**src/rtl/lpa_pkg.sv**
```systemverilog
// lpa_pkg: shared types, codes and constants for the lease pool allocator
// used by lpa_cell and lease_pool_allocator; depends on nothing else
`default_nettype none

package lpa_pkg;

    // field widths fixed by the request and result formats
    localparam int unsigned MAC_W      = 48;
    localparam int unsigned TIME_W     = 32;
    localparam int unsigned HOST_W     = 8;
    localparam int unsigned OUTCOME_W  = 2;
    localparam int unsigned LEASE_W    = 24;
    localparam int unsigned IN_TDATA_W = 80;
    localparam int unsigned OUT_TDATA_W = 16;

    // configuration port
    localparam int unsigned CFG_INDEX_W = 1;
    localparam int unsigned CFG_DATA_W  = 24;

    // pool sizing; the entry index shares the host number width (pool is at most 256)
    localparam int unsigned POOL_SIZE_DEF = 64;
    localparam int unsigned IDX_W         = 8;

    // register reset values
    localparam logic [HOST_W-1:0]  POOL_START_RST = 8'd100;
    localparam logic [LEASE_W-1:0] LEASE_TIME_RST = 24'd36000;

    // register indexes
    typedef enum logic [CFG_INDEX_W-1:0] {
        REG_POOL_START = 1'b0,
        REG_LEASE_TIME = 1'b1
    } lpa_reg_t;

    // result codes
    typedef enum logic [OUTCOME_W-1:0] {
        OUT_REUSED    = 2'd0,
        OUT_CLAIMED   = 2'd1,
        OUT_EXHAUSTED = 2'd2
    } lpa_outcome_t;

    // controller states
    typedef enum logic [1:0] {
        ST_IDLE,
        ST_SCAN,
        ST_RESULT
    } lpa_state_t;

    // search token handed from cell to cell
    typedef struct packed {
        logic             valid;
        logic             hit;
        logic [IDX_W-1:0] hit_idx;
        logic             free;
        logic [IDX_W-1:0] free_idx;
    } lpa_carry_t;

    // entry update broadcast to all cells
    typedef struct packed {
        logic              en;
        logic [IDX_W-1:0]  idx;
        logic [MAC_W-1:0]  mac;
        logic [TIME_W-1:0] expiry;
    } lpa_write_t;

endpackage : lpa_pkg

`default_nettype wire

```
**src/rtl/lpa_cell.sv**
```systemverilog
// lpa_cell: one lease entry (address and expiry) plus one stage of the search chain
// depends on lpa_pkg
`default_nettype none

module lpa_cell #(
    parameter int unsigned CELL_INDEX = 0
) (
    input  wire logic                       clk,
    input  wire logic                       rst_n,
    input  wire logic [lpa_pkg::MAC_W-1:0]  req_mac,
    input  wire logic [lpa_pkg::TIME_W-1:0] req_now,
    input  wire lpa_pkg::lpa_write_t        wr,
    input  wire lpa_pkg::lpa_carry_t        carry_in,
    output lpa_pkg::lpa_carry_t             carry_out
);
    import lpa_pkg::*;

    localparam logic [IDX_W-1:0] MY_IDX = IDX_W'(CELL_INDEX);

    logic [MAC_W-1:0]  mac_reg;
    logic [TIME_W-1:0] expiry_reg;
    lpa_carry_t        carry_reg;
    lpa_carry_t        carry_next;
    logic              live;

    // entry is live while its expiry is still ahead of the request time
    assign live = (expiry_reg > req_now);

    // fold this entry into the token: first live match, first free entry
    always_comb
    begin
        carry_next = carry_in;
        if (!carry_in.hit && live && (mac_reg == req_mac))
        begin
            carry_next.hit     = 1'b1;
            carry_next.hit_idx = MY_IDX;
        end
        if (!carry_in.free && !live)
        begin
            carry_next.free     = 1'b1;
            carry_next.free_idx = MY_IDX;
        end
    end

    // token stage register
    always_ff @(posedge clk or negedge rst_n)
    begin
        if (!rst_n)
        begin
            carry_reg <= '0;
        end
        else
        begin
            carry_reg <= carry_next;
        end
    end

    // expiry starts at zero so every entry is free after reset
    always_ff @(posedge clk or negedge rst_n)
    begin
        if (!rst_n)
        begin
            expiry_reg <= '0;
        end
        else if (wr.en && (wr.idx == MY_IDX))
        begin
            expiry_reg <= wr.expiry;
        end
    end

    // address is only looked at while the entry is live
    always_ff @(posedge clk)
    begin
        if (wr.en && (wr.idx == MY_IDX))
        begin
            mac_reg <= wr.mac;
        end
    end

    assign carry_out = carry_reg;

endmodule : lpa_cell

`default_nettype wire

```
**config.mk**
```make
export PLATFORM = sky130hd
export DESIGN_NAME = lpa_cell
export DESIGN_NICKNAME = d
export VERILOG_FILES = /design/src/rtl/lpa_pkg.sv /design/src/rtl/lpa_cell.sv
export SDC_FILE = /design/constraint.sdc
export NUM_CORES = 1
export LEC_CHECK = 0
export BUFFER_PORTS_ARGS = -buffer_cell sky130_fd_sc_hd__buf_2
export CORE_ASPECT_RATIO = 0.8
export CORE_MARGIN = 2
export CORE_UTILIZATION = 47
export CTS_BUF_LIST = sky130_fd_sc_hd__clkbuf_16
export DETAILED_ROUTE_END_ITERATION = 8
export PLACE_DENSITY_LB_ADDON = 0.25
export RECOVER_POWER = 50
export SKIP_CTS_REPAIR_TIMING = 1
export SLEW_MARGIN = 20
export SYNTH_ARGS = -nofsm -noshare
export SYNTH_HDL_FRONTEND = slang
export SYNTH_SLANG_ARGS = --single-unit
```
**constraint.sdc**
```tcl
create_clock -name clk -period 2.4 [get_ports clk]
set_input_delay 0.24 -clock clk [delete_from_list [all_inputs] [get_ports clk]]
set_output_delay 0.24 -clock clk [all_outputs]
set_load 0.005 [all_outputs]
```
Word-level counts from Yosys, hierarchy flattened
Index checks and enable logic that the tools add are counted.
{"block": "word_totals", "out_inout_bits": 19, "wordCells": 19, "inputBits": 190, "regBits": 99}
{"block": "classes", "eq_ne": 1, "n_reduce_logical": 8, "order_cmp": 1, "n_mux": 2}
{"op": "equality test 48 bit", "n": 1}
{"op": "> comparator 32 bit", "n": 1}
{"op": "2-to-1 mux 9 bit", "n": 2}
{"op": "zero test 8 bit", "n": 1}
{"op": "logical AND 1 bit", "n": 4}
{"op": "zero test 1 bit", "n": 3}

Depth between registers and ports, before layout
Gate-level depths: netlist of the first run.
{"block": "logic_depth", "depth_word": 4, "ltp_mapped": 8, "depth_no_buf": 8}

Worst setup path before layout of the first run
OpenSTA, ideal clock, no wires.
{"block": "synth_timing", "path_type": "input to register", "startpoint": "input wr[82] (netlist name)", "endpoint": "register mac_reg[0] (enable)", "stages": 4, "setup_ns": 0.431, "arrival_ns": 2.358, "slack_ns": -0.389, "path_buffers": 1, "required_ns": 1.969, "cell_sequence": "nor4_1 -> nand4b_1 -> clkinv_1 -> clkbuf_1"}
{"block": "synth_via", "elab_chain_cells": 2}
{"element": "start: declaration", "line": "lpa_cell.sv:12", "text": "input wire lpa_pkg::lpa_write_t wr,"}
{"element": "zero test 8 bit", "line": "lpa_cell.sv:74", "text": "if (wr.en && (wr.idx == MY_IDX))"}
{"element": "logical AND 1 bit", "line": "lpa_cell.sv:74"}
{"element": "end signal: assignment", "line": "lpa_cell.sv:76", "text": "mac_reg <= wr.mac;"}
{"element": "end: declaration", "line": "lpa_cell.sv:20", "text": "logic [MAC_W-1:0] mac_reg;"}
Every way passes these cells.
A chain may end at the register's enable or synchronous reset.

==> metrics.yaml, run 1 <==
finalWirelength_microns: 11000
cts.sink_count: 99
synth_ff_type: "dfrtp_1"
finClkSkew_ns: 0.00834
crit_chain: "ha_1 > nor2b_1 > o211ai_1 > a2111oi_1 > or4_4 > o211ai_4 > a21boi_0"
finalHoldViolCount: 0
drt-initial-drc-count: 175
leakage_nw: 3.13
ir_drop_v: 0.000404
hold_path_class: "input pin to register"
drc_errors: 0
largest_reg_flops: 48
cts_buffers: 9
drive_gt1_share_pct: 35.3
ctsLongestPathBuffers: 2
dr.pass1.iters: 4
synth_cells: 416
portBuffers: 208
multi_input_comb_area_sq_um: 1750
setup_viol: 0
syn_area_per_cell_sq_um: 11.2
grt_max_degree: 50
num_antenna_cells: 0
syn-num-nets: 638
die_y_microns: 93.0
synth_top_cell_by_area: "edfxtp_1"
synth_edf_count: 48
synth_most_common_cell: "nand2_1"
fin_tns_setup_ns: 0
drv_cap: 1
vias: 3739
clk_latency_ns: 0.34
start_util_pct: 48.2
drtAntennaViolNets: 0
synth-seq-cells: 99
start_kind: "register"
cp_max_fo: 8
post-route-period-util_pct: 95.0
yosysWarnings: 0
num_rows: 32
finalCriticalPeriod_ns: 2.28
rsz0062_at_grt: "no"
yosys-top-cells-count: "101 x nand2_1, 51 x dfrtp_1, 48 x edfxtp_1"
maxSlewViolCount: 33
grt_pass1_wl_microns: 17400
ctsRootBufferMaster: "clkbuf_16"
fp.dieW_microns: 115
yosysTopAreaCellShare_pct: 31.0
powerDensity_nw_per_um2: 589
reg2reg_setup_slack_ns: 0.12
worstSetupPathType: "register to register"
cpPeakStageDelay_ns: 0.59
syn-cell-area_sq_um: 4650
nets: 855
slew_headroom_pct: -18.9
pre_cts_ws_ns: 0.147
synthTopCellsByArea: "edfxtp_1 31%, dfrtp_1 27%, ha_1 8.6%"
worstPathArrival_ns: 2.49
seq_area_frac_synth_pct: 58.4
syn_to_final_growth_pct: 32.9
grt_pass1_vias: 3896
cts_tree: "done"
floorplan.die_area_sq_um: 10700
required_ns: 2.61
core_area_sq_um: 9650
htree_levels: 3
grt_use_total_pct: 21.2
num_io_pins: 209
ys_types: 36
async_reset_ff_share_pct: 51.5
n_fill_cell: 796
regArea_sq_um: 2720
viasPerCell: 4.83
p_total_mw: 3.64
finalWeightedCongestion: 0.772
status: "finished with violations"
fmax_mhz: 439
worst_pin_slew_ns: 1.78
path_clk_slew_ns: 0.07
cp_slowest_cell: "or4_4"
antenna_found_initial: 0
setup_ws_ns: 0.121
end_kind: "register"
overflow: 0
failed_checks: "max-capacitance violations, max-slew violations"
wire_per_inst_microns: 14.2
hpwl_microns: 8700
path summary, 6_finish.rpt:
| kind | from | endpoint | depth (start not counted) |
|---|---|---|---|
| worst max-delay path | expiry_reg[1]$_DFFE_PN0P_ | carry_out[6]$_DFF_PN0_ | 7 |
| worst min-delay path | wr[44] | mac_reg[12]$_DFFE_PP_ | 1 |
| worst max register to register | expiry_reg[1]$_DFFE_PN0P_ | carry_out[6]$_DFF_PN0_ | 7 |
| worst min register to register | expiry_reg[13]$_DFFE_PN0P_ | expiry_reg[13]$_DFFE_PN0P_ | 2 |
| max in group asynchronous | rst_n | carry_out[15]$_DFF_PN0_ | 2 |
| min in group asynchronous | rst_n | expiry_reg[6]$_DFFE_PN0P_ | 1 |
worst max-delay path, delay by kind of cell, from the launching register on:
| kind | cells | cell delay (ns) |
|---|---|---|
| AOI/OAI and AO/OA | 4 | 0.75 |
| adders and majority gates | 1 | 0.29 |
| DFF | 1 | 0.39 |
| and+or+nand+nor | 2 | 0.72 |
power breakdown:
part | internal (mW) | leakage [nW] | switching [mW] | total, mW
Combinational | 0.203 | 1.89 | 0.171 | 0.374
Sequential | 1.82 | 1.10 | 0.0196 | 1.84
Clock | 0.806 | 0.149 | 0.619 | 1.43
Total | 2.83 | 3.13 | 0.810 | 3.64
layout by cell type, fill, tap and decap left out, types with 13 or more instances in the layout:
cell | Yosys | layout
buf_2 | 0 | 203
a21oi_1 | 13 | 13
dfrtp_1 | 51 | 51
a21boi_0 | 16 | 14
xnor2_1 | 26 | 26
inv_1 | 44 | 45
edfxtp_1 | 48 | 48
nand2_1 | 101 | 101
nand4_1 | 15 | 15
ha_1 | 32 | 32
through the flow:
step	util (%)	area (sq um)	std cells	hold WS, ns
floorplan	-	4650	416	-0.0556
global placement	60.9	5870	757	0.351
detailed placement	60.9	5870	757	0.352
CTS	63.9	6170	773	-0.0128
global route	64.1	6180	774	0.0464
finish	64.1	6180	774	0.0652
per-layer routing:
| metal | GRT usage, % | up-vias | wire length [microns] |
|---|---|---|---|
| li1 | - | 1860 | - |
| met1 | 25.9 | 1734 | 4600 |
| met2 | 35.5 | 130 | 5380 |
| met3 | 7.32 | 15 | 858 |
| met4 | 6.22 | 0 | 167 |
| met5 | 0 | - | 0 |
kinds of logic (layout without fill, tap and decap cells):
family,Yosys count,count (layout),synth area share (%)
fa+ha+maj,32,32,8.61
compound gates,55,55,8.31
buf+inv,52,274,4.36
flops,99,99,58.4
xor+xnor,37,37,6.97
simple gates,141,141,13.3
area by class of cell:
cell class              count  share of cell area (%)
clock buffers               9                    3.64
clock inverters             7                    1.11
inverters                  45                    2.73
multi-input cells         265                    28.3
flip-flops and latches     99                    43.9
well taps                 136                    2.75
repair buffers            213                    17.5
Power figures use the tool's default switching activity.
==> inputs of run 2 (changes only) <==
CORE_MARGIN = 4   (was 2)
SETUP_SLACK_MARGIN = 0.15   (was default)
==> metrics.yaml, run 2 (same netlist as run 1, synthesis figures left out) <==
r2r_start: "expiry_reg[1]$_DFFE_PN0P_"
fp.dieW_microns: 119
grt_use_total_pct: 20.2
maxSlewViolCount: 41
syn_to_final_growth_pct: 35.9
use_met1_pct: 23.7
cts_buffers: 9
worst_pin_slew_ns: 2.20
grt_pass1_vias: 3939
dp_cells: 757
start_kind: "register"
dr.pass1.iters: 5
overflow: 0
fin_util_pct: 65.5
ir_drop_v: 0.000368
final_cell_area_sq_um: 6320
vias: 3786
drc_errors: 0
drtAntennaViolNets: 0
powerDensity_nw_per_um2: 578
num_io_pins: 209
ctsLongestPathBuffers: 2
cts.sink_count: 99
setup_ws_ns: 0.137
pre_cts_ws_ns: 0.143
floorplan.die_area_sq_um: 11600
finClkSkew_ns: 0.00746
whs_path_depth: 1
clk_latency_ns: 0.33
viasPerCell: 4.87
timing.rr.end: "carry_out[7]$_DFF_PN0_"
failed_checks: "max-capacitance violations, max-slew violations"
worstPathArrival_ns: 2.47
end_kind: "register"
antenna_found_initial: 0
grt_use_met3_pct: 7.83
worstSetupPathType: "register to register"
portBuffers: 208
num_antenna_cells: 0
mostFrequentLayoutCells: "204 x buf_2, 101 x nand2_1, 51 x dfrtp_1"
rsz0062_at_grt: "yes"
cp_max_fo: 8
status: "finished with violations"
drv_cap: 1
finalWeightedCongestion: 0.823
post-route-period-util_pct: 94.3
finalHoldViolCount: 0
grt.busiest_layer: "met2"
largest_reg_flops: 48
ctsRootBufferMaster: "clkbuf_16"
start_util_pct: 48.2
n_fill_cell: 803
grt_max_degree: 51
layoutNonFillerInstCount: 777
core_area_sq_um: 9650
setup_viol: 0
num_rows: 32
final_common_cell: "buf_2"
fmax_mhz: 442
finalCriticalPeriod_ns: 2.26
htree_levels: 3
hpwl_microns: 9230
die_y_microns: 97.0
required_ns: 2.60
path_clk_slew_ns: 0.07
slew_headroom_pct: -46.6
hold_start: "carry_in[18]"
reg2regPathDepth: 8
hold_path_class: "input pin to register"
reg2reg_setup_slack_ns: 0.14
cts_tree: "done"
wire_per_inst_microns: 15.1
drt-initial-drc-count: 165
fin_tns_setup_ns: 0
leakage_nw: 3.19
dpl-instance-area_sq_um: 5870
grt_use_met2_pct: 34.2
whs_endpoint: "carry_out[18]$_DFF_PN0_"
grt_pass1_wl_microns: 18400
drive_gt1_share_pct: 38.2
nets: 858
finalWirelength_microns: 11800
-- run 2: cell types whose count changed in the layout (fill, tap and decap cells not counted), sizes merged --
cell	before	now
o211a	1	2
clkinvlp	0	1
clkbuf	16	14
dlygate4sd3	1	0
buf	205	210
clkinv	4	2
inv	47	48
-- run 2: worst max path at each step --
stage                          startpoint                         end
2_1_floorplan   expiry_reg[9]$_DFFE_PN0P_     carry_out[17]$_DFF_PN0_
3_3_place_gp                   req_now[9]      carry_out[2]$_DFF_PN0_
3_5_place_dp   expiry_reg[30]$_DFFE_PN0P_      carry_out[5]$_DFF_PN0_
4_1_cts        expiry_reg[30]$_DFFE_PN0P_      carry_out[5]$_DFF_PN0_
5_1_grt                             rst_n  expiry_reg[23]$_DFFE_PN0P_
6_report        expiry_reg[1]$_DFFE_PN0P_      carry_out[7]$_DFF_PN0_
-- run 2: final cells by class --
class	count	area [sq um]	share of cell area (%)
timing repair buffer	215	1110	17.6
tap	136	170	2.69
clock buffer	9	225	3.56
sequential	99	2720	43.0
clock inverter	7	70.1	1.11
inverter	45	169	2.67
multi-input combinational	266	1860	29.4
-- run 2: critical path, cell delays in order, from the launching register on --
cell and delay [ns]:
dfrtp_1 0.42, ha_4 0.23, nor2b_4 0.12, o211ai_1 0.20, a2111oi_2 0.09, or4_4 0.61, o211ai_4 0.24, buf_12 0.16
a21boi_1 0.06
-- run 2: stage by stage --
step | hold slack, ns | power, mW
2_1_floorplan | -0.0556 | 2.02
3_3_place_gp | 0.362 | 2.24
3_5_place_dp | 0.369 | 2.25
4_1_cts | 0.00818 | 3.68
5_1_grt | 0.00226 | 3.83
6_report | 0.0191 | 3.66
-- run 2: layer usage --
metal	vias up	share of wire, %
li1	1871	-
met1	1754	39
met5	-	0
met2	148	50
met3	13	9.7
met4	0	1.6
-- run 2: report_power, final --
group	leakage, nW	internal (mW)	switching (mW)	total [mW]
Clock	0.150	0.808	0.609	1.42
Combinational	1.94	0.214	0.181	0.395
Sequential	1.10	1.82	0.0201	1.84
Total	3.19	2.85	0.810	3.66
==> inputs of run 3 (changes only) <==
CORE_UTILIZATION = 36   (was 47)
HOLD_SLACK_MARGIN = 0.1   (was default)
SKIP_LAST_GASP = 1   (was default)
==> metrics.yaml, run 3 (same netlist as run 1, synthesis figures left out) <==
finalWeightedCongestion: 0.835
path_clk_slew_ns: 0.07
clk_latency_ns: 0.35
core_area_sq_um: 12400
portBuffers: 208
finClkSkew_ns: 0.0101
nets: 921
num_io_pins: 209
grt_use_met2_pct: 26.3
dpl-instance-area_sq_um: 5920
floorplan.die_area_sq_um: 14800
cts_buffers: 9
end_kind: "register"
p_total_mw: 3.66
vias: 3998
drtAntennaViolNets: 0
multi_input_comb_area_sq_um: 1760
drv_cap: 0
use_met1_pct: 18.8
hold_path_class: "input pin to register"
drt-initial-drc-count: 209
grt.busiest_layer: "met2"
num_antenna_cells: 0
worstPathArrival_ns: 2.39
grt_use_met3_pct: 6.50
ctsLongestPathBuffers: 2
worstSetupPathType: "register to register"
setup_ws_ns: 0.220
syn_to_final_growth_pct: 47.3
cts.sink_count: 99
rsz0062_at_grt: "yes"
required_ns: 2.61
start_util_pct: 37.6
wire_per_inst_microns: 14.6
powerDensity_nw_per_um2: 534
antenna_found_initial: 0
grt_max_degree: 58
start_kind: "register"
final_common_cell: "buf_2"
n_fill_cell: 1070
ctsRootBufferMaster: "clkbuf_16"
largest_reg_flops: 48
cts_tree: "done"
fp.dieW_microns: 135
slew_headroom_pct: 6.27
worst_pin_slew_ns: 1.41
grt_use_total_pct: 15.7
regArea_sq_um: 2720
leakage_nw: 3.37
post-route-period-util_pct: 90.9
grt_pass1_wl_microns: 17800
final_cell_area_sq_um: 6850
hpwl_microns: 9410
pre_cts_ws_ns: 0.0775
maxSlewViolCount: 0
fmax_mhz: 459
dr.pass1.iters: 4
fin_util_pct: 55.3
drc_errors: 0
drive_gt1_share_pct: 31.3
die_y_microns: 110
htree_levels: 3
overflow: 0
viasPerCell: 4.57
grt_pass1_vias: 3842
status: "completed"
cp_max_fo: 8
setup_viol: 0
finalHoldViolCount: 0
num_rows: 36
finalWirelength_microns: 12800
finalCriticalPeriod_ns: 2.18
ir_drop_v: 0.000401
mostFrequentLayoutCells: "197 x buf_2, 101 x nand2_1, 67 x dlygate4sd3_1"
fin_tns_setup_ns: 0
==> run 3: cell types whose count changed in the layout (fill, tap and decap cells not counted), sizes merged <==
| cell | previous run | this run |
|---|---|---|
| buf | 210 | 199 |
| bufinv | 1 | 0 |
| clkbuf | 14 | 22 |
| clkinvlp | 1 | 2 |
| dlygate4sd3 | 0 | 67 |
| o211a | 2 | 1 |
==> run 3: metrics by stage <==
stage | cells | hold WS, ns
after global placement | 792 | 0.167
final | 875 | 0.0839
after detailed placement | 792 | 0.178
after CTS | 808 | -0.206
after global routing | 875 | 0.0941
after floorplan | 416 | -0.0556
==> run 3: final cells by class <==
type / instances / area share (%)
flip-flops and latches: 99 / 39.7
multi-input cells: 265 / 25.6
repair buffers: 279 / 25.1
clock buffers: 9 / 3.29
well taps: 171 / 3.12
inverters: 45 / 2.47
clock inverters: 7 / 0.694
==> run 3: where the power goes <==
part           internal (mW)  switching (mW)  total [mW]
Sequential              1.82          0.0199        1.84
Combinational          0.272           0.191       0.463
Clock                  0.706           0.644        1.35
==> run 3: worst max-delay path, cell delays in order (launching register included) <==
cell	delay (ns)
dfrtp_1	0.38
ha_1	0.28
nor2b_1	0.14
o211ai_1	0.17
a2111oi_0	0.13
or4_4	0.46
o211ai_4	0.34
a21boi_0	0.15
==> run 3: per-layer routing <==
layer / share of wire (%) / wire [microns] / vias to the layer above
met2: 52 / 6720 / 116
li1: - / - / 1994
met3: 7.1 / 914 / 11
met4: 0.95 / 121 / 0
met5: 0 / 0 / -
met1: 39 / 5050 / 1877
==> run 3: final timing paths <==
kind	start	end	slack [ns]	cells past startpoint
min	wr[4]	expiry_reg[4]$_DFFE_PN0P_	0.08	3
min reg2reg	expiry_reg[23]$_DFFE_PN0P_	expiry_reg[23]$_DFFE_PN0P_	0.48	2
min in group asynchronous	rst_n	carry_out[14]$_DFF_PN0_	0.53	2
max reg2reg	expiry_reg[1]$_DFFE_PN0P_	carry_out[0]$_DFF_PN0_	0.22	7
max in group asynchronous	rst_n	expiry_reg[2]$_DFFE_PN0P_	0.86	3
max	expiry_reg[1]$_DFFE_PN0P_	carry_out[0]$_DFF_PN0_	0.22	7
